===== config.mk =====
export PLATFORM = sky130hd
export DESIGN_NAME = fab_fifo
export DESIGN_NICKNAME = d
export VERILOG_FILES = /design/src/rtl/fab_pkg.sv /design/src/rtl/fab_fifo.sv
export SDC_FILE = /design/constraint.sdc
export NUM_CORES = 1
export LEC_CHECK = 0
export ABC_AREA = 1
export BUFFER_PORTS_ARGS = -buffer_cell sky130_fd_sc_hd__buf_2
export CORE_MARGIN = 4
export CORE_UTILIZATION = 45
export CTS_BUF_LIST = sky130_fd_sc_hd__clkbuf_16
export CTS_CLUSTER_DIAMETER = 150
export DETAILED_ROUTE_END_ITERATION = 8
export SLEW_MARGIN = 20
export SYNTH_ARGS = -nofsm -noshare
export SYNTH_HDL_FRONTEND = slang
export SYNTH_SLANG_ARGS = --single-unit

===== constraint.sdc =====
create_clock -name i_clk -period 9.45 [get_ports i_clk]
set_input_delay 0.4725 -clock i_clk [delete_from_list [all_inputs] [get_ports i_clk]]
set_output_delay 0.4725 -clock i_clk [all_outputs]
set_load 0.005 [all_outputs]

===== src/rtl/fab_pkg.sv =====
// ----------------------------------------------------------------------------
// fab_pkg
// Shared constants, types and helpers of the face anchor box decoder.
// ----------------------------------------------------------------------------
package fab_pkg;

    localparam int MAX_IMAGE_SIZE  = 4096;
    localparam int KEYPOINT_COUNT  = 5;
    localparam int FRAC_BITS       = 12;
    localparam int LANDMARK_FIELDS = 5;
    localparam int KP_EMIT         = (KEYPOINT_COUNT < LANDMARK_FIELDS) ?
                                     KEYPOINT_COUNT : LANDMARK_FIELDS;
    localparam int FAB_QUEUE_DEPTH = 4;
    localparam int LEVEL_COUNT     = 3;

    localparam int VAR_CENTER_Q16  = 6554;
    localparam int VAR_SIZE_Q16    = 13107;
    localparam int LN2_Q16         = 45426;
    localparam int LN2_RECIP_Q32   = 94548;
    localparam int EXP_ARG_LIMIT   = 786432;

    localparam logic [12:0] RST_IMAGE_WIDTH  = 13'd1000;
    localparam logic [12:0] RST_IMAGE_HEIGHT = 13'd1000;
    localparam logic [15:0] RST_THRESHOLD    = 16'd32768;

    localparam logic [1:0] REG_IMAGE_WIDTH     = 2'd0;
    localparam logic [1:0] REG_IMAGE_HEIGHT    = 2'd1;
    localparam logic [1:0] REG_SCORE_THRESHOLD = 2'd2;

    localparam logic KIND_FACE     = 1'b0;
    localparam logic KIND_KEYPOINT = 1'b1;

    typedef struct packed {
        logic [12:0] frame_width;
        logic [12:0] frame_height;
        logic [15:0] score_threshold;
    } t_cfg;

    typedef struct packed {
        logic signed [15:0]                  delta_cx;
        logic signed [15:0]                  delta_cy;
        logic signed [15:0]                  delta_w;
        logic signed [15:0]                  delta_h;
        logic [15:0]                         face_score;
        logic [LANDMARK_FIELDS-1:0][31:0]    landmark;
        logic [1:0]                          level;
        logic                                size_select;
        logic [9:0]                          column;
        logic [9:0]                          row;
        logic [19:0]                         anchor_number;
    } t_entry;

    typedef struct packed {
        logic               start;
        logic signed [15:0] delta;
        logic [3:0]         size_exp;
    } t_exp_req;

    typedef struct packed {
        logic        done;
        logic [32:0] size;
    } t_exp_rsp;

    function automatic logic signed [17:0] sat18(input logic signed [47:0] v);
        if (v > 48'sd131071) begin
            return 18'sh1FFFF;
        end else if (v < -48'sd131072) begin
            return 18'sh20000;
        end
        return v[17:0];
    endfunction

    // log2 of the prior size in pixels
    function automatic logic [3:0] size_exp(input logic [1:0] level, input logic sel);
        return 4'd4 + {1'b0, level, 1'b0} + {3'd0, sel};
    endfunction

endpackage


===== src/rtl/fab_fifo.sv =====
// ----------------------------------------------------------------------------
// fab_fifo
// Short request queue between the anchor walker and the box decoder.
// ----------------------------------------------------------------------------
module fab_fifo import fab_pkg::*; #(
    parameter int DEPTH = FAB_QUEUE_DEPTH
) (
    input  logic   i_clk,
    input  logic   i_rst_n,
    input  logic   i_push,
    input  t_entry i_data,
    input  logic   i_pop,
    output t_entry o_data,
    output logic   o_full,
    output logic   o_empty
);
    localparam int PW = (DEPTH > 1) ? $clog2(DEPTH) : 1;

    t_entry                r_mem [DEPTH];
    logic [PW-1:0]         r_wr_ptr, n_wr_ptr;
    logic [PW-1:0]         r_rd_ptr, n_rd_ptr;
    logic [$clog2(DEPTH+1)-1:0] r_count, n_count;

    always_comb begin
        n_wr_ptr = r_wr_ptr;
        n_rd_ptr = r_rd_ptr;
        n_count  = r_count;
        if (i_push) begin
            n_wr_ptr = (r_wr_ptr == PW'(DEPTH - 1)) ? '0 : r_wr_ptr + 1'b1;
        end
        if (i_pop) begin
            n_rd_ptr = (r_rd_ptr == PW'(DEPTH - 1)) ? '0 : r_rd_ptr + 1'b1;
        end
        if (i_push && !i_pop) begin
            n_count = r_count + 1'b1;
        end else if (i_pop && !i_push) begin
            n_count = r_count - 1'b1;
        end
    end

    always_ff @(posedge i_clk) begin
        if (!i_rst_n) begin
            r_wr_ptr <= '0;
            r_rd_ptr <= '0;
            r_count  <= '0;
        end else begin
            r_wr_ptr <= n_wr_ptr;
            r_rd_ptr <= n_rd_ptr;
            r_count  <= n_count;
        end
    end

    always_ff @(posedge i_clk) begin
        if (i_push) begin
            r_mem[r_wr_ptr] <= i_data;
        end
    end

    assign o_data  = r_mem[r_rd_ptr];
    assign o_full  = (r_count == ($clog2(DEPTH+1))'(DEPTH));
    assign o_empty = (r_count == '0);
endmodule


==> flow_metrics.tcl, run 1 <==
set metrics [dict create \
    core-area_um2 93500 \
    post_cts_buffers 0 \
    via_per_inst 5.36 \
    synth-main-ff-cell "edfxtp_1" \
    cts_buffers 113 \
    p_leak_nw 18.3 \
    die_area_um2 99400 \
    crit_chain "buf_4, buf_4, o21ai_0, o22ai_1, buf_2" \
    grt-ovfl-total 0 \
    fin_setup_tns_ns 0 \
    cts_tree "yes" \
    stdcell_count 4960 \
    min-delay-path-class "input port to flop" \
    swShare 0.229 \
    hold_ws_ns 0.0723 \
    yosysTopAreaCell "edfxtp_1" \
    slew_viol_final 0 \
    power_mw 11.3 \
    cp_slowest_stage_delay_ns 0.99 \
    min_period_over_period 0.504 \
    ys_ff_latch 1141 \
    slowest_stage "dfxtp_4" \
    grt_usage 0.204 \
    p_sw_mw 2.60 \
    clockBufferDepth 3 \
    numPortBuffers 571 \
    avgSynthCellArea_um2 15.2 \
    finalInstanceArea_um2 52400 \
    grt_max_degree 199 \
    critPathCapture "o_data[170]" \
    firstDrtPassIters 7 \
    vias 26600 \
    slew_headroom 0.159 \
    cts.sinks 1141 \
    worstRegToRegCells 4 \
    end_kind "output pin" \
    cts_root_buf "clkbuf_16" \
    area_delta_synth_final_pct 23.5 \
    rows 112 \
    synth_area_leaders "edfxtp_1 (80%), nor2_1 (5.1%), o22ai_1 (4.2%)" \
    wl_per_cell_um 21.1 \
    startpoint_type "flop" \
    required_ns 8.98 \
    intPower_mw 8.73 \
    ff2ff_setup_slack_ns 6.60 \
    clk_pin_slew_ns 0.06 \
    syn_area_um2 42500 \
    dpl_cell_area_um2 45900 \
    yosysUniqueCellTypes 23 \
    clkPwrFrac 0.386 \
    nets 3892 \
    comb_power_share 0.097 \
    cpMostUsedCell "buf_4" \
    syn_inst 2795 \
    power_density_nw_per_um2 216 \
    initial_core_util 0.454 \
    antenna_left 0 \
    clk_latency_ns 0.70 \
    period_minus_slack_ns 4.77 \
    grt_pass1_vias 27000 \
    setup_viol_count_final 0 \
    yosysWarnings 0 \
    antenna_found_initial 17 \
    dieHeight_um 315 \
    drive_above_1_share 0.207 \
    grt_pass1_wl_mm 157 \
    arrival_ns 4.29 \
    worstMarginPinSlew_ns 1.26 \
    synth_nets 3089 \
    wl_mm 105 \
    pwr-share-seq 0.517 \
    ios 572 \
    timing_worst_setup_path_type "flop to output pin" \
    rsz0062_at_grt "no" \
    whs_path_depth 3 \
    htree_levels 3 \
    die_w_um 315 \
    r2r_start "r_wr_ptr[0]$_SDFFE_PN0P_" \
    synthArstFlopShare 0 \
    cap_viol_max_count 0 \
    fmax_mhz 210 \
    crit_path_max_fanout 107 \
    rr_endpoint "r_mem[3][115]$_DFFE_PP_" \
    placedCellCount 4454 \
    gp_congestion 0.759 \
    synth_edf_count 1132 \
    synth.most_common_cell "edfxtp_1" \
    yosys.area.top_type_share 0.800 \
    status "complete, no violations" \
    ir_drop_mv 0.173 \
    synth_seq_area_share 0.805 \
    synthTopCellsByCount "edfxtp_1 (1132), nor2_1 (574), o21ai_0 (309)" \
    drc 0 \
    drt_iter0_drc 1966 \
    skew_ns 0.0193 \
    finalHoldViolCount 0 \
    hpwl_mm 57.6 \
]
[worst min-delay path by stage]
stage                             start                  endpoint  slack, ns
2_1_floorplan  r_wr_ptr[1]$_SDFFE_PN0P_  r_wr_ptr[1]$_SDFFE_PN0P_       0.49
3_5_place_dp   r_rd_ptr[0]$_SDFFE_PN0P_                      flop       0.53
3_3_place_gp   r_wr_ptr[1]$_SDFFE_PN0P_  r_wr_ptr[1]$_SDFFE_PN0P_       0.50
6_report                        i_rst_n   r_count[2]$_SDFFE_PN0P_       0.07
5_1_grt                         i_rst_n                      flop       0.04
4_1_cts                         i_rst_n   r_count[2]$_SDFFE_PN0P_      0.003
[layer usage]
layer	GRT usage	wire (um)	vias up
li1	-	-	12300
met1	0.255	41300	13300
met2	0.346	52600	848
met3	0.0486	7010	195
met4	0.0761	3730	2
met5	0	7	-
[worst max-delay path, delay by kind of cell, from the launching register on]
kind	cells	cell delay, ns
buffers and inverters	3	1.82
flip-flops	1	0.99
AO/OA/AOI/OAI	2	0.55
[placed cells by master (no fill, tap or decap), types with 2 or more instances in the layout]
cell type      instances
buf_12                 5
o21ai_1              260
nor2_1               574
o22ai_1              283
buf_2                571
inv_8                  5
clkinv_8               4
clkinv_2              23
a21oi_1                3
diode_2               15
nor3_1                 4
ha_1                   6
buf_4                 16
clkinv_4               2
edfxtp_1            1132
bufinv_16             12
o21ai_0              309
dfxtp_4                2
clkinvlp_4             6
nand2_1                8
clkinv_1              21
dlygate4sd3_1        283
dfxtp_1                7
clkbuf_16            115
inv_1                 34
[kinds of logic after synthesis]
kind of cell / after synthesis / share of synthesized area
flip-flops: 1141 / 0.805
AO/OA/AOI/OAI: 855 / 0.109
XOR/XNOR: 1 / 0.000206
buffers and inverters: 203 / 0.0316
AND/OR/NAND/NOR: 588 / 0.0522
adder cells (fa/ha/maj): 7 / 0.00224
[cell type report]
type / instances / area (um^2)
Antenna cell: 15 / 37.5
Clock buffer: 115 / 2880
Clock inverter: 93 / 781
Fill cell: 7428 / 41000
Inverter: 16 / 124
Multi-Input combinational cell: 1451 / 6950
Sequential cell: 1141 / 34200
Tap cell: 1254 / 1570
Timing Repair Buffer: 875 / 5910
[registers in the layout (all words and copies together), names as in the netlist, named ones only]
| signal | count |
|---|---|
| r_mem | 1132 |
| r_wr_ptr | 2 |
| r_rd_ptr | 2 |
| r_count | 3 |
[power groups by stage]
stage / combinational (mW) / clock, mW / sequential [mW]
floorplan: 0.541 / 0 / 5.99
global placement: 0.976 / 0 / 5.95
detailed placement: 1.01 / 0 / 5.96
CTS: 1.11 / 4.46 / 5.86
global route: 1.21 / 4.69 / 5.87
finish: 1.10 / 4.37 / 5.86
[through the flow]
step	setup WS (ns)	util
after detailed placement	5.44	0.491
after floorplan	2.80	-
final	4.68	0.561
after global routing	4.29	0.561
after global placement	5.55	0.491
after CTS	4.67	0.561
[repair_timing]
item	4_1_cts	5_1_grt
endpoints found under the setup margin	0	0
hold buffers	283	0
hold endpoints to repair	1132	0
gates resized for setup	0	0
No activity file was read; power rests on OpenSTA's default activity.
==> run 2: changes to the inputs <==
ABC_AREA = 0   (was 1)
clock period = 4.9 ns   (was 9.45 ns; I/O delays follow)
==> run 2 against run 1 <==
Non-clock buffer count increased by 13. Worst hold slack improved by 0.23 ns. Global-route usage is 2.2 points lower. Cell count fell by 24%. Worst setup slack got worse by 3.0 ns. Via count fell by 27%. Register-to-register slack got worse by 4.1 ns. Design area fell by 0.96%. Combinational power rose by 70%. Clock skew down 0.0078 ns. Highest routed layer unchanged.
==> flow_metrics.tcl, run 2 <==
set metrics [dict create \
    status "complete, no violations" \
    wl_mm 88.4 \
    ir_drop_mv 0.368 \
    rsz0062_at_grt "no" \
    rr_endpoint "r_mem[3][220]$_DFFE_PP_" \
    firstDrtPassIters 4 \
    grt_max_degree 99 \
    clk_latency_ns 0.68 \
    ys_ff_latch 1141 \
    yosysUniqueCellTypes 24 \
    min-delay-path-class "input port to flop" \
    crit_path_max_fanout 40 \
    p_leak_nw 17.6 \
    htree_levels 3 \
    fmax_mhz 308 \
    clk_pin_slew_ns 0.06 \
    clockBufferDepth 3 \
    end_kind "output pin" \
    grt_pass1_vias 21200 \
    synth_seq_area_share 0.822 \
    synthArstFlopShare 0 \
    top_regs "r_mem x1132, r_count x3" \
    timing_worst_setup_path_type "flop to output pin" \
    grt_pass1_wl_mm 134 \
    hpwl_mm 53.9 \
    finalInstanceArea_um2 51900 \
    power_mw 21.1 \
    skew_ns 0.0115 \
    min_period_over_period 0.663 \
    grt-ovfl-total 0 \
    post-route-util 0.567 \
    yosys.area.top_type_share 0.817 \
    rows 111 \
    antenna_found_initial 10 \
    yosysTopAreaCell "edfxtp_1" \
    arrival_ns 3.00 \
    critPathCapture "o_data[243]" \
    worstMarginPinSlew_ns 1.08 \
    synthTopCellsByCount "edfxtp_1 (1132), mux4_2 (283), buf_12 (30)" \
    drc 0 \
    cts_buffers 113 \
    ios 572 \
    power_density_nw_per_um2 406 \
    dpl_cell_area_um2 45600 \
    setup_viol_count_final 0 \
    r2r_start "r_wr_ptr[0]$_SDFFE_PN0P_" \
    cap_viol_max_count 0 \
    required_ns 4.66 \
    cts_root_buf "clkbuf_16" \
    core-area_um2 91700 \
    period_minus_slack_ns 3.25 \
    largest_reg_flops 1132 \
    initial_core_util 0.454 \
    syn_inst 1522 \
    yosysWarnings 0 \
    die_w_um 312 \
    hold_ws_ns 0.306 \
    slew_headroom 0.278 \
    drive_above_1_share 0.406 \
    slew_viol_final 0 \
    via_per_inst 5.20 \
    layout_commonest_cell "edfxtp_1" \
    numPortBuffers 571 \
    synth_edf_count 1132 \
    grt_usage 0.182 \
    die_area_um2 97400 \
    gp_congestion 0.765 \
    worstRegToRegCells 3 \
    vias 19500 \
    synth_nets 1816 \
    synth-main-ff-cell "edfxtp_1" \
    regMostFlops "r_mem" \
    synth_area_leaders "edfxtp_1 (82%), mux4_2 (15%), buf_12 (1.4%)" \
    avgSynthCellArea_um2 27.3 \
    post_cts_buffers 0 \
    drt_iter0_drc 1409 \
    area_delta_synth_final_pct 24.8 \
    ff2ff_setup_slack_ns 2.47 \
    fin_setup_tns_ns 0 \
    syn_area_um2 41600 \
    wl_per_cell_um 23.6 \
    startpoint_type "flop" \
    finalHoldViolCount 0 \
    dieHeight_um 312 \
    cts_tree "yes" \
    cts.sinks 1141 \
    layout_common_cells "edfxtp_1 (1132), buf_2 (571), dlygate4sd3_1 (287)" \
    nets 2756 \
    synth.most_common_cell "edfxtp_1" \
    antenna_left 0 \
]
run 2: cell type report:
type	count	area [um^2]
Fill cell	6827	39700
Sequential cell	1141	34200
Multi-Input combinational cell	314	6650
Timing Repair Buffer	888	6180
Clock buffer	114	2850
Tap cell	1186	1480
Clock inverter	94	552
Antenna cell	7	17.5
Inverter	4	15.0
run 2: timing repair:
| item | 4_1_cts | 5_1_grt |
|---|---|---|
| endpoints found under the hold margin | 1141 | 0 |
| hold buffers | 287 | 0 |
| gates resized for setup | 0 | 0 |
run 2: worst max-delay path, cell delays in order (launching register included):
cell and delay (ns):
dfxtp_4 0.98, buf_4 0.54, mux4_2 0.60, buf_2 0.15
run 2: logic make-up (layout without fill, tap and decap cells):
| group | after synthesis | count (layout) | synth area share |
|---|---|---|---|
| DFF | 1141 | 1141 | 0.822 |
| muxes | 287 | 287 | 0.154 |
| buffers and inverters | 67 | 1100 | 0.0189 |
| and+or+nand+nor | 15 | 15 | 0.00217 |
| adders and majority gates | 7 | 7 | 0.00229 |
| AOI/OAI and AO/OA | 3 | 3 | 0.000481 |
| xor gates and xnor gates | 2 | 2 | 0.000421 |
| other | 0 | 7 | 0 |
run 2: layer usage:
metal,track usage,vias up,wire [um],share of wire
li1,-,8549,-,-
met1,0.230,10200,34800,0.39
met2,0.303,611,44200,0.50
met3,0.0625,132,7250,0.082
met4,0.0489,4,2090,0.024
met5,0,-,30,0.00034
run 2: through the flow:
stage | cells | setup WS, ns
6_report | 3748 | 1.65
5_1_grt | 3746 | 1.34
4_1_cts | 3741 | 1.44
3_5_place_dp | 3246 | 2.23
3_3_place_gp | 3246 | 2.28
2_1_floorplan | 1522 | 0.446
run 2: how the worst min path moves through the flow:
| stage | from | end | slack, ns | cells past startpoint |
|---|---|---|---|---|
| after floorplan | i_data[0] | r_mem[0][0]$_DFFE_PP_ | 0.34 | 0 |
| after global placement | i_data[243] | r_mem[1][243]$_DFFE_PP_ | 0.45 | 1 |
| after detailed placement | i_data[74] | r_mem[1][74]$_DFFE_PP_ | 0.46 | 1 |
| after CTS | i_data[72] | r_mem[2][72]$_DFFE_PP_ | 0.24 | 2 |
| after global routing | i_data[72] | r_mem[2][72]$_DFFE_PP_ | 0.27 | 2 |
| final | i_data[237] | r_mem[0][237]$_DFFE_PP_ | 0.31 | 2 |
run 2: power breakdown:
part	internal [mW]	total, mW	leakage [nW]	switching, mW
combinational	0.935	1.87	5.34	0.935
sequential	11.2	11.3	10.5	0.122
clock	4.40	7.87	1.80	3.47
total	16.5	21.1	17.6	4.52
