--- config.mk ---
export PLATFORM = sky130hd
export DESIGN_NAME = fab_front_flat
export DESIGN_NICKNAME = d
export VERILOG_FILES = /design/src/rtl/fab_pkg.sv /design/src/rtl/fab_if.sv /design/src/rtl/fab_front.sv /design/src/flat_wrapper.sv
export SDC_FILE = /design/constraint.sdc
export NUM_CORES = 1
export LEC_CHECK = 0
export ABC_AREA = 1
export BUFFER_PORTS_ARGS = -buffer_cell sky130_fd_sc_hd__clkbuf_2
export CAP_MARGIN = 40
export CELL_PAD_IN_SITES_DETAIL_PLACEMENT = 0
export CELL_PAD_IN_SITES_GLOBAL_PLACEMENT = 1
export CORE_AREA = 2 2 221 223
export CTS_CLUSTER_DIAMETER = 120
export DETAILED_ROUTE_END_ITERATION = 16
export DIE_AREA = 0 0 223 225
export PLACE_DENSITY_LB_ADDON = 0.1
export SYNTH_ARGS = -nofsm -noshare
export SYNTH_HDL_FRONTEND = slang
export SYNTH_SLANG_ARGS = --single-unit
export TNS_END_PERCENT = 1
--- constraint.sdc ---
create_clock -name i_clk -period 4.6 [get_ports i_clk]
set_input_delay 0.23 -clock i_clk [delete_from_list [all_inputs] [get_ports i_clk]]
set_output_delay 0.23 -clock i_clk [all_outputs]
set_load 0.02 [all_outputs]
--- src/rtl/fab_pkg.sv ---
// ----------------------------------------------------------------------------
// fab_pkg
// Shared constants, types and helpers of the face anchor box decoder.
// ----------------------------------------------------------------------------
package fab_pkg;

    localparam int MAX_IMAGE_SIZE  = 4096;
    localparam int KEYPOINT_COUNT  = 5;
    localparam int FRAC_BITS       = 12;
    localparam int LANDMARK_FIELDS = 5;
    localparam int KP_EMIT         = (KEYPOINT_COUNT < LANDMARK_FIELDS) ?
                                     KEYPOINT_COUNT : LANDMARK_FIELDS;
    localparam int FAB_QUEUE_DEPTH = 4;
    localparam int LEVEL_COUNT     = 3;

    localparam int VAR_CENTER_Q16  = 6554;
    localparam int VAR_SIZE_Q16    = 13107;
    localparam int LN2_Q16         = 45426;
    localparam int LN2_RECIP_Q32   = 94548;
    localparam int EXP_ARG_LIMIT   = 786432;

    localparam logic [12:0] RST_IMAGE_WIDTH  = 13'd1000;
    localparam logic [12:0] RST_IMAGE_HEIGHT = 13'd1000;
    localparam logic [15:0] RST_THRESHOLD    = 16'd32768;

    localparam logic [1:0] REG_IMAGE_WIDTH     = 2'd0;
    localparam logic [1:0] REG_IMAGE_HEIGHT    = 2'd1;
    localparam logic [1:0] REG_SCORE_THRESHOLD = 2'd2;

    localparam logic KIND_FACE     = 1'b0;
    localparam logic KIND_KEYPOINT = 1'b1;

    typedef struct packed {
        logic [12:0] frame_width;
        logic [12:0] frame_height;
        logic [15:0] score_threshold;
    } t_cfg;

    typedef struct packed {
        logic signed [15:0]                  delta_cx;
        logic signed [15:0]                  delta_cy;
        logic signed [15:0]                  delta_w;
        logic signed [15:0]                  delta_h;
        logic [15:0]                         face_score;
        logic [LANDMARK_FIELDS-1:0][31:0]    landmark;
        logic [1:0]                          level;
        logic                                size_select;
        logic [9:0]                          column;
        logic [9:0]                          row;
        logic [19:0]                         anchor_number;
    } t_entry;

    typedef struct packed {
        logic               start;
        logic signed [15:0] delta;
        logic [3:0]         size_exp;
    } t_exp_req;

    typedef struct packed {
        logic        done;
        logic [32:0] size;
    } t_exp_rsp;

    function automatic logic signed [17:0] sat18(input logic signed [47:0] v);
        if (v > 48'sd131071) begin
            return 18'sh1FFFF;
        end else if (v < -48'sd131072) begin
            return 18'sh20000;
        end
        return v[17:0];
    endfunction

    // log2 of the prior size in pixels
    function automatic logic [3:0] size_exp(input logic [1:0] level, input logic sel);
        return 4'd4 + {1'b0, level, 1'b0} + {3'd0, sel};
    endfunction

endpackage

--- src/rtl/fab_if.sv ---
// ----------------------------------------------------------------------------
// fab_in_if / fab_out_if
// Valid/ready channels carrying anchor predictions in and decoded boxes out.
// ----------------------------------------------------------------------------
interface fab_in_if;
    logic               valid;
    logic               ready;
    logic               first_of_image;
    logic signed [15:0] delta_cx;
    logic signed [15:0] delta_cy;
    logic signed [15:0] delta_w;
    logic signed [15:0] delta_h;
    logic [15:0]        face_score;
    logic [31:0]        landmark_one;
    logic [31:0]        landmark_two;
    logic [31:0]        landmark_three;
    logic [31:0]        landmark_four;
    logic [31:0]        landmark_five;

    modport source (
        output valid, first_of_image, delta_cx, delta_cy, delta_w, delta_h,
               face_score, landmark_one, landmark_two, landmark_three,
               landmark_four, landmark_five,
        input  ready
    );
    modport sink (
        input  valid, first_of_image, delta_cx, delta_cy, delta_w, delta_h,
               face_score, landmark_one, landmark_two, landmark_three,
               landmark_four, landmark_five,
        output ready
    );
endinterface


--- src/rtl/fab_front.sv ---
// ----------------------------------------------------------------------------
// fab_front
// Anchor grid walker: takes one prediction a cycle while the queue has room,
// tags it with its prior and queues in-grid ones that pass the threshold.
// ----------------------------------------------------------------------------
module fab_front import fab_pkg::*; (
    input  logic   i_clk,
    input  logic   i_rst_n,
    input  t_cfg   i_cfg,
    fab_in_if.sink i_in,
    input  logic   i_full,
    output logic   o_push,
    output t_entry o_entry
);
    logic [1:0]  r_level, n_level;
    logic [9:0]  r_row, n_row;
    logic [9:0]  r_col, n_col;
    logic        r_sel, n_sel;
    logic [19:0] r_anchor, n_anchor;

    logic [1:0]  lv;
    logic [9:0]  row, col;
    logic        sel;
    logic [19:0] anum;
    logic [12:0] w_eff, h_eff;
    logic [13:0] step_m1;
    logic [10:0] cols, rows;
    logic [10:0] col_inc, row_inc;
    logic        in_grid;
    logic        accept;

    always_comb begin
        accept = i_in.valid && i_in.ready;
        lv   = i_in.first_of_image ? '0 : r_level;
        row  = i_in.first_of_image ? '0 : r_row;
        col  = i_in.first_of_image ? '0 : r_col;
        sel  = i_in.first_of_image ? '0 : r_sel;
        anum = i_in.first_of_image ? '0 : r_anchor;

        w_eff = (i_cfg.frame_width  > 13'(MAX_IMAGE_SIZE)) ? 13'(MAX_IMAGE_SIZE)
                                                            : i_cfg.frame_width;
        h_eff = (i_cfg.frame_height > 13'(MAX_IMAGE_SIZE)) ? 13'(MAX_IMAGE_SIZE)
                                                            : i_cfg.frame_height;
        step_m1 = (14'd8 << lv) - 14'd1;
        cols    = 11'(({1'b0, w_eff} + step_m1) >> (3'd3 + {1'b0, lv}));
        rows    = 11'(({1'b0, h_eff} + step_m1) >> (3'd3 + {1'b0, lv}));
        in_grid = (lv < 2'(LEVEL_COUNT)) && (w_eff != '0) && (h_eff != '0);

        n_level  = lv;
        n_row    = row;
        n_col    = col;
        n_sel    = sel;
        n_anchor = anum;
        col_inc  = {1'b0, col} + 11'd1;
        row_inc  = {1'b0, row} + 11'd1;
        if (in_grid) begin
            n_anchor = anum + 20'd1;
            n_sel    = ~sel;
            if (sel) begin
                n_col = col_inc[9:0];
                if (col_inc >= cols) begin
                    n_col = '0;
                    n_row = row_inc[9:0];
                    if (row_inc >= rows) begin
                        n_row   = '0;
                        n_level = lv + 2'd1;
                    end
                end
            end
        end

        o_push = accept && in_grid && (i_in.face_score > i_cfg.score_threshold);
        o_entry.delta_cx      = i_in.delta_cx;
        o_entry.delta_cy      = i_in.delta_cy;
        o_entry.delta_w       = i_in.delta_w;
        o_entry.delta_h       = i_in.delta_h;
        o_entry.face_score    = i_in.face_score;
        o_entry.landmark[0]   = i_in.landmark_one;
        o_entry.landmark[1]   = i_in.landmark_two;
        o_entry.landmark[2]   = i_in.landmark_three;
        o_entry.landmark[3]   = i_in.landmark_four;
        o_entry.landmark[4]   = i_in.landmark_five;
        o_entry.level         = lv;
        o_entry.size_select   = sel;
        o_entry.column        = col;
        o_entry.row           = row;
        o_entry.anchor_number = anum;
    end

    assign i_in.ready = !i_full;

    always_ff @(posedge i_clk) begin
        if (!i_rst_n) begin
            r_level  <= '0;
            r_row    <= '0;
            r_col    <= '0;
            r_sel    <= '0;
            r_anchor <= '0;
        end else if (accept) begin
            r_level  <= n_level;
            r_row    <= n_row;
            r_col    <= n_col;
            r_sel    <= n_sel;
            r_anchor <= n_anchor;
        end
    end
endmodule

--- src/flat_wrapper.sv ---
// flat-port wrapper written by rule: the top's interface ports become plain ports
module fab_front_flat import fab_pkg::*;
  (i_clk, i_rst_n, i_cfg, i_full, o_push, o_entry, i_in_valid, i_in_first_of_image, i_in_delta_cx, i_in_delta_cy, i_in_delta_w, i_in_delta_h, i_in_face_score, i_in_landmark_one, i_in_landmark_two, i_in_landmark_three, i_in_landmark_four, i_in_landmark_five, i_in_ready);
  fab_in_if i_in_i ();
  input  logic i_clk;
  input  logic i_rst_n;
  input  t_cfg i_cfg;
  input  logic i_full;
  output logic o_push;
  output t_entry o_entry;
  input wire logic [$bits(i_in_i.valid)-1:0] i_in_valid;
  input wire logic [$bits(i_in_i.first_of_image)-1:0] i_in_first_of_image;
  input wire logic [$bits(i_in_i.delta_cx)-1:0] i_in_delta_cx;
  input wire logic [$bits(i_in_i.delta_cy)-1:0] i_in_delta_cy;
  input wire logic [$bits(i_in_i.delta_w)-1:0] i_in_delta_w;
  input wire logic [$bits(i_in_i.delta_h)-1:0] i_in_delta_h;
  input wire logic [$bits(i_in_i.face_score)-1:0] i_in_face_score;
  input wire logic [$bits(i_in_i.landmark_one)-1:0] i_in_landmark_one;
  input wire logic [$bits(i_in_i.landmark_two)-1:0] i_in_landmark_two;
  input wire logic [$bits(i_in_i.landmark_three)-1:0] i_in_landmark_three;
  input wire logic [$bits(i_in_i.landmark_four)-1:0] i_in_landmark_four;
  input wire logic [$bits(i_in_i.landmark_five)-1:0] i_in_landmark_five;
  output wire logic [$bits(i_in_i.ready)-1:0] i_in_ready;
  assign i_in_i.valid = i_in_valid;
  assign i_in_i.first_of_image = i_in_first_of_image;
  assign i_in_i.delta_cx = i_in_delta_cx;
  assign i_in_i.delta_cy = i_in_delta_cy;
  assign i_in_i.delta_w = i_in_delta_w;
  assign i_in_i.delta_h = i_in_delta_h;
  assign i_in_i.face_score = i_in_face_score;
  assign i_in_i.landmark_one = i_in_landmark_one;
  assign i_in_i.landmark_two = i_in_landmark_two;
  assign i_in_i.landmark_three = i_in_landmark_three;
  assign i_in_i.landmark_four = i_in_landmark_four;
  assign i_in_i.landmark_five = i_in_landmark_five;
  assign i_in_ready = i_in_i.ready;
  fab_front u_core (.i_clk(i_clk), .i_rst_n(i_rst_n), .i_cfg(i_cfg), .i_in(i_in_i), .i_full(i_full), .o_push(o_push), .o_entry(o_entry));
endmodule
==> results.json, run 1 <==
{
  "startpoint_type": "register",
  "power_frac_comb_pct": 29.9,
  "maxSlewHeadroom_pct": 54.7,
  "dieHeight_um": 225,
  "gp_congestion": 0.741,
  "fin_crit_sh_pct": 89.6,
  "cts-resized-gates": 0,
  "final.setup.tns_ns": 0,
  "ys_seq_area_share_pct": 10.8,
  "drt_iter0_drc": 357,
  "maxCapViolations": 0,
  "area_delta_synth_final_pct": -0.971,
  "synth.area.mux_share_pct": 0,
  "synth_seq_cells": 43,
  "post_cts_buffers": 0,
  "worst_clock_skew_ns": 0.00697,
  "numPortBuffers": 123,
  "rsz0062_at_grt": "no",
  "routed-via-count": 7469,
  "slowest_delay_ns": 0.34,
  "synth_ff_type": "dfxtp_1",
  "clockRootBuffer": "clkbuf_16",
  "synth-async-reset-ratio_pct": 0,
  "path_clk_slew_ns": 0.07,
  "synth_common_cells": "nand2_1 (343), buf_4 (243), inv_1 (152), nor2_1 (119), nand3_1 (93)",
  "synth.cell_area_mm2": 0.00799,
  "synth_edf_count": 0,
  "maxSlewViolCount": 0,
  "met2_usage_pct": 19.8,
  "whs_path_depth": 5,
  "synthCells": 1348,
  "final_layout_size_suffix_gt1_share_pct": 16.0,
  "r2r_end": "u_core.r_col[8]",
  "crit_top_cell": "nand2_1",
  "hold_class": "primary input to register",
  "chipWidth_um": 223,
  "initial_core_util_pct": 16.8,
  "clk_path_buf_depth": 2,
  "switchingPower_w": 0.000432,
  "grt_pass1_wl_um": 44700,
  "cts.sinks": 43,
  "r2r_slack_ns": 0.48,
  "irDropWorstVdd_v": 0.000102,
  "htreeDepth": 2,
  "yosysTopAreaCellShare_pct": 22.8,
  "wl_per_cell_um": 15.7,
  "worst_pin_slew_ns": 0.679,
  "synth_area_leader_cell": "buf_4",
  "num_rows": 80,
  "p_per_area_mw_per_mm2": 159,
  "p_leak_nw": 4.03,
  "fmax_ghz": 0.243,
  "synth_compound_area_share_pct": 10.8,
  "antenna-diode-count": 0,
  "yosysMostFrequentCell": "nand2_1",
  "syn_avg_cell_area_um2": 5.92,
  "grt_max_degree": 36,
  "die_area_mm2": 0.0502,
  "place.detailed.hpwl_um": 24000,
  "track_usage_pct": 11.5,
  "timing.hold.ws_ns": 0.425,
  "grt.overflow.total": 0,
  "crit_arrival_ns": 4.36,
  "hp-start": "i_in_valid",
  "yosys-top-cells-area": "buf_4 (23%), nand2_1 (16%), dfxtp_1 (11%)",
  "cts_buffers": 5,
  "vias_per_cell": 4.01,
  "synth_top_family_by_area": "simple AND/OR/NAND/NOR gates",
  "ys_warn_count": 0,
  "grt_use_met3_pct": 2.99,
  "ctsHoldBuffers": 0,
  "synth.distinct_cells": 45,
  "p_int_w": 0.000822,
  "gr-usage-met1_pct": 13.8,
  "cts_tree": "built",
  "p_sw_share_pct": 34.4,
  "final_antenna_net_count": 0,
  "hold_viol": 0,
  "route.detailed.drc": 0,
  "coreArea_mm2": 0.0475,
  "r2r_start": "u_core.r_level[0]",
  "synth_fa_ha_area_share_pct": 10.2,
  "seqPwrFrac_pct": 30.5,
  "ff_latch_area_um2": 861,
  "hold_end": "u_core.r_anchor[7]",
  "cp-end-kind": "register",
  "critPathRequiredTime_ns": 4.84,
  "busiest_layer": "met2",
  "reg2regPathDepth": 28,
  "synthSimpleGateAreaFrac_pct": 33.2,
  "antenna_found_initial": 0,
  "num-nets-final": 1597,
  "dr.pass1.iters": 4,
  "power.clock.fraction_pct": 39.6,
  "yosys.area_share.xor_xnor_pct": 2.84,
  "ios": 572,
  "grt_pass1_vias": 7644,
  "n_fill_cell": 5562,
  "cp_slowest_cell": "dfxtp_1",
  "finalCriticalPeriod_ns": 4.12,
  "crit_type": "register to register",
  "path_max_fanout": 6,
  "status": "completed",
  "totalWireLength_um": 29200,
  "finalSetupViolCount": 0,
  "clk_latency_ns": 0.30,
  "multiInputGateArea_mm2": 0.00462
}
[critical path, delay by kind of cell (launching register included)]
| family | cells | cell delay, ns |
|---|---|---|
| AO/OA/AOI/OAI | 9 | 1.31 |
| adder cells (fa/ha/maj) | 4 | 1.04 |
| buffers and inverters | 4 | 0.40 |
| flip-flops | 1 | 0.34 |
| AND/OR/NAND/NOR | 11 | 0.97 |
[kinds of logic after synthesis]
logic type      Yosys count
compound gates          158
xor+xnor                 25
fa+ha+maj                65
buf+inv                 433
flops                    43
other cells               1
simple gates            623
[routing by layer]
metal	routed length, um	up-vias	share of wire [%]
met1	12800	3283	44
met5	0	-	0
li1	-	3832	-
met4	804	0	2.7
met3	2030	80	6.9
met2	13600	274	47
[through the flow]
stage / setup WS, ns / util (%) / area, um^2 / total power [W] / instances
after global routing: 0.00677 / 16.6 / 7910 / 0.00134 / 1861
after CTS: 0.134 / 16.5 / 7860 / 0.00128 / 1860
after global placement: -0.0498 / 16.1 / 7640 / 0.000773 / 1851
final: 0.478 / 16.6 / 7910 / 0.00125 / 1861
after detailed placement: -0.0130 / 16.1 / 7670 / 0.000770 / 1852
after floorplan: 0.146 / - / 8020 / 0.000926 / 1357
[flip-flops by register name (all words and copies together), names as in the netlist]
register and cells:
u_core.r_row 10, u_core.r_anchor 20, u_core.r_sel 1, u_core.r_col 10, u_core.r_level 2
[layout by cell type (no fill, tap or decap), drive strengths merged, types with 2 or more instances in the layout]
master and n:
nand3 94, a21o 2, or2 5, inv 160, bufinv 2, o21ai 46
nand4 16, dfxtp 43, clkinv 2, buf 27, ha 65, xor2 20
o21bai 4, conb 10, o21a 5, nand3b 6, a21oi 84, clkinvlp 2
o22ai 4, xnor2 5, nor2 130, nor3 23, o211ai 5, nand2 348
clkbuf 129, o311ai 2
[power groups by stage]
stage	clock [W]	combinational [W]	sequential, W
after floorplan	0	0.000536	0.000390
after global placement	0	0.000382	0.000392
after detailed placement	0	0.000379	0.000392
after CTS	0.000517	0.000381	0.000383
after global routing	0.000526	0.000435	0.000384
final	0.000497	0.000374	0.000383
[how the worst max path moves through the flow]
stage                                    from                 to  slack [ns]  cells after the start
after detailed placement  i_in_first_of_image  u_core.r_level[1]       -0.01                     30
after global placement    i_in_first_of_image  u_core.r_level[1]       -0.05                     30
after CTS                   u_core.r_level[1]  u_core.r_level[1]        0.13                     28
final                       u_core.r_level[0]    u_core.r_col[8]        0.48                     28
after global routing        u_core.r_level[1]    u_core.r_col[2]       0.007                     28
after floorplan           i_in_first_of_image  u_core.r_level[0]        0.15                     31
[area by class of cell]
class | instances | share of cell area [%]
multi-input combinational | 881 | 58.4
sequential | 43 | 10.9
timing repair buffer | 150 | 10.7
tap | 615 | 9.73
inverter | 163 | 7.78
clock buffer | 6 | 1.63
clock inverter | 2 | 0.759
timing repair inverter | 1 | 0.0949
No activity file was read; power rests on OpenSTA's default activity.
==> run 2, diff against run 1 <==
--- a/config.mk
+++ b/config.mk
@@ -14,6 +14,7 @@
 export CTS_CLUSTER_DIAMETER = 120
 export DETAILED_ROUTE_END_ITERATION = 16
 export DIE_AREA = 0 0 223 225
+export GPL_TIMING_DRIVEN = 0
 export PLACE_DENSITY_LB_ADDON = 0.1
 export SYNTH_ARGS = -nofsm -noshare
 export SYNTH_HDL_FRONTEND = slang
==> run 2 against run 1 <==
Hold slack worse by 0.028 ns. Critical endpoint is now u_core.r_row[6]. Total power is 24% higher. Non-clock buffer count is 472 higher. Largest cell class unchanged. Flip-flop and latch count stayed put. Wire length is 12% higher. Combinational power is 110% higher. Sequential share of layout area is 3.0 points lower. Final cell count is 25% higher. Final area is 39% higher. Register-to-register slack worse by 0.07 ns. Largest power group is now combinational logic. First-iteration DRC count is 13% lower. Worst setup slack worse by 0.072 ns. Highest routed layer unchanged.
==> results.json, run 2 (synthesized netlist as in run 1, its figures left out) <==
{
  "grt.overflow.total": 0,
  "vias_per_cell": 3.92,
  "fin_crit_sh_pct": 91.2,
  "hold_class": "primary input to register",
  "reg_top3": "u_core.r_anchor (20), u_core.r_col (10), u_core.r_row (10)",
  "num_rows": 80,
  "grt_max_degree": 13,
  "largest_reg_flops": 20,
  "clk_path_buf_depth": 2,
  "gp_congestion": 0.755,
  "cts_tree": "built",
  "clk_latency_ns": 0.31,
  "hold_viol": 0,
  "drt_iter0_drc": 311,
  "dieHeight_um": 225,
  "p_total_w": 0.00156,
  "final_common_cell": "clkbuf_2",
  "worst_clock_skew_ns": 0.00912,
  "rsz0062_at_grt": "no",
  "antenna-diode-count": 0,
  "ios": 572,
  "path_clk_slew_ns": 0.07,
  "htreeDepth": 2,
  "maxCapViolations": 0,
  "grt_pass1_wl_um": 48600,
  "worst_pin_slew_ns": 0.662,
  "route.detailed.drc": 0,
  "path_max_fanout": 8,
  "grt_pass1_vias": 8791,
  "num-nets-final": 2068,
  "multiInputGateArea_mm2": 0.00476,
  "crit_arrival_ns": 4.38,
  "final_layout_size_suffix_gt1_share_pct": 39.8,
  "cts.sinks": 43,
  "post-place-ws_ns": -1.47,
  "maxSlewViolCount": 0,
  "p_leak_nw": 6.11,
  "antenna_found_initial": 0,
  "finalSetupViolCount": 0,
  "dr.pass1.iters": 8,
  "n_fill_cell": 5510,
  "final_antenna_net_count": 0,
  "die_area_mm2": 0.0502,
  "status": "completed",
  "area_delta_synth_final_pct": 37.3,
  "numPortBuffers": 346,
  "utilization_pct": 23.1,
  "maxSlewHeadroom_pct": 55.9,
  "wl_per_cell_um": 14.0,
  "p_per_area_mw_per_mm2": 142,
  "setup_ws_ns": 0.406,
  "routed-via-count": 9135,
  "initial_core_util_pct": 16.8,
  "final_cell_mix": "clkbuf_2 (346), nand2_1 (339), buf_4 (248)",
  "irDropWorstVdd_v": 0.000118,
  "regMostFlops": "u_core.r_anchor",
  "totalWireLength_um": 32600,
  "cp-end-kind": "register",
  "crit_type": "register to register",
  "finalCriticalPeriod_ns": 4.19,
  "track_usage_pct": 12.2,
  "place.detailed.hpwl_um": 27900,
  "ff_latch_area_um2": 862,
  "coreArea_mm2": 0.0475,
  "startpoint_type": "register",
  "cts_buffers": 5,
  "fmax_ghz": 0.238,
  "critPathRequiredTime_ns": 4.79,
  "clockRootBuffer": "clkbuf_16",
  "chipWidth_um": 223
}
==> run 2: metrics by stage <==
stage	setup TNS, ns	cell area (um^2)	cells	hold WS, ns
after floorplan	0	8020	1357	0.445
after global placement	-29.73	10500	2318	0.453
after detailed placement	-28.72	10500	2318	0.457
after CTS	0	10800	2327	0.408
after global routing	0	11000	2332	0.434
final	0	11000	2332	0.396
==> run 2: report_power, final <==
group	switching (W)	internal, W	leakage [nW]
clock	0.000176	0.000232	0.0772
sequential	0.00000447	0.000378	0.349
combinational	0.000443	0.000325	5.68
total	0.000624	0.000936	6.11
==> run 2: final timing paths <==
path	endpoint	slack, ns	from	cells past startpoint
max reg2reg	u_core.r_row[6]	0.41	u_core.r_level[0]	27
min	u_core.r_row[4]	0.40	i_in_first_of_image	4
min reg2reg	u_core.r_col[8]	0.47	u_core.r_col[8]	2
max	u_core.r_row[6]	0.41	u_core.r_level[0]	27
==> run 2: layer usage <==
metal  part of all wire, %  wire (um)  up-vias  GRT usage (%)
li1                      -          -     4772              -
met1                    44      14500     4030           15.2
met2                    50      16200      325           22.8
met3                   5.3       1740        8           1.71
met4                  0.42        138        0           1.39
met5                     0          0        -              0
==> run 2: timing repair <==
item	CTS	global route
buffers inserted	1	5
pin swaps	3	10
endpoints found under the setup margin	22	22
hold buffers	0	0
gates resized for setup	33	37
gates cloned	0	0
==> run 2: area by class of cell <==
cell class | count | share of cell area [%]
Inverter | 163 | 5.67
Multi-Input combinational cell | 881 | 43.4
Sequential cell | 43 | 7.86
Buffer | 270 | 18.4
Clock buffer | 8 | 1.43
Timing Repair Buffer | 352 | 16.2
Tap cell | 615 | 7.02
==> run 2: worst max-delay path, cell delays in order (launching register included) <==
cell,delay [ns]
dfxtp_2,0.35
nand2_4,0.09
inv_2,0.11
clkbuf_16,0.16
ha_4,0.16
inv_1,0.05
ha_1,0.28
inv_2,0.07
ha_4,0.30
nand2_1,0.08
o21ai_0,0.27
a21oi_1,0.09
or2_2,0.29
nand3_1,0.09
nand3_1,0.10
nand2_1,0.15
ha_1,0.26
a21oi_2,0.14
o21ai_1,0.08
nand2_1,0.07
nand2_1,0.08
nor2_4,0.17
nor2_4,0.08
buf_6,0.15
nand3_1,0.07
o21ai_0,0.11
a21oi_1,0.15
a21oi_1,0.08
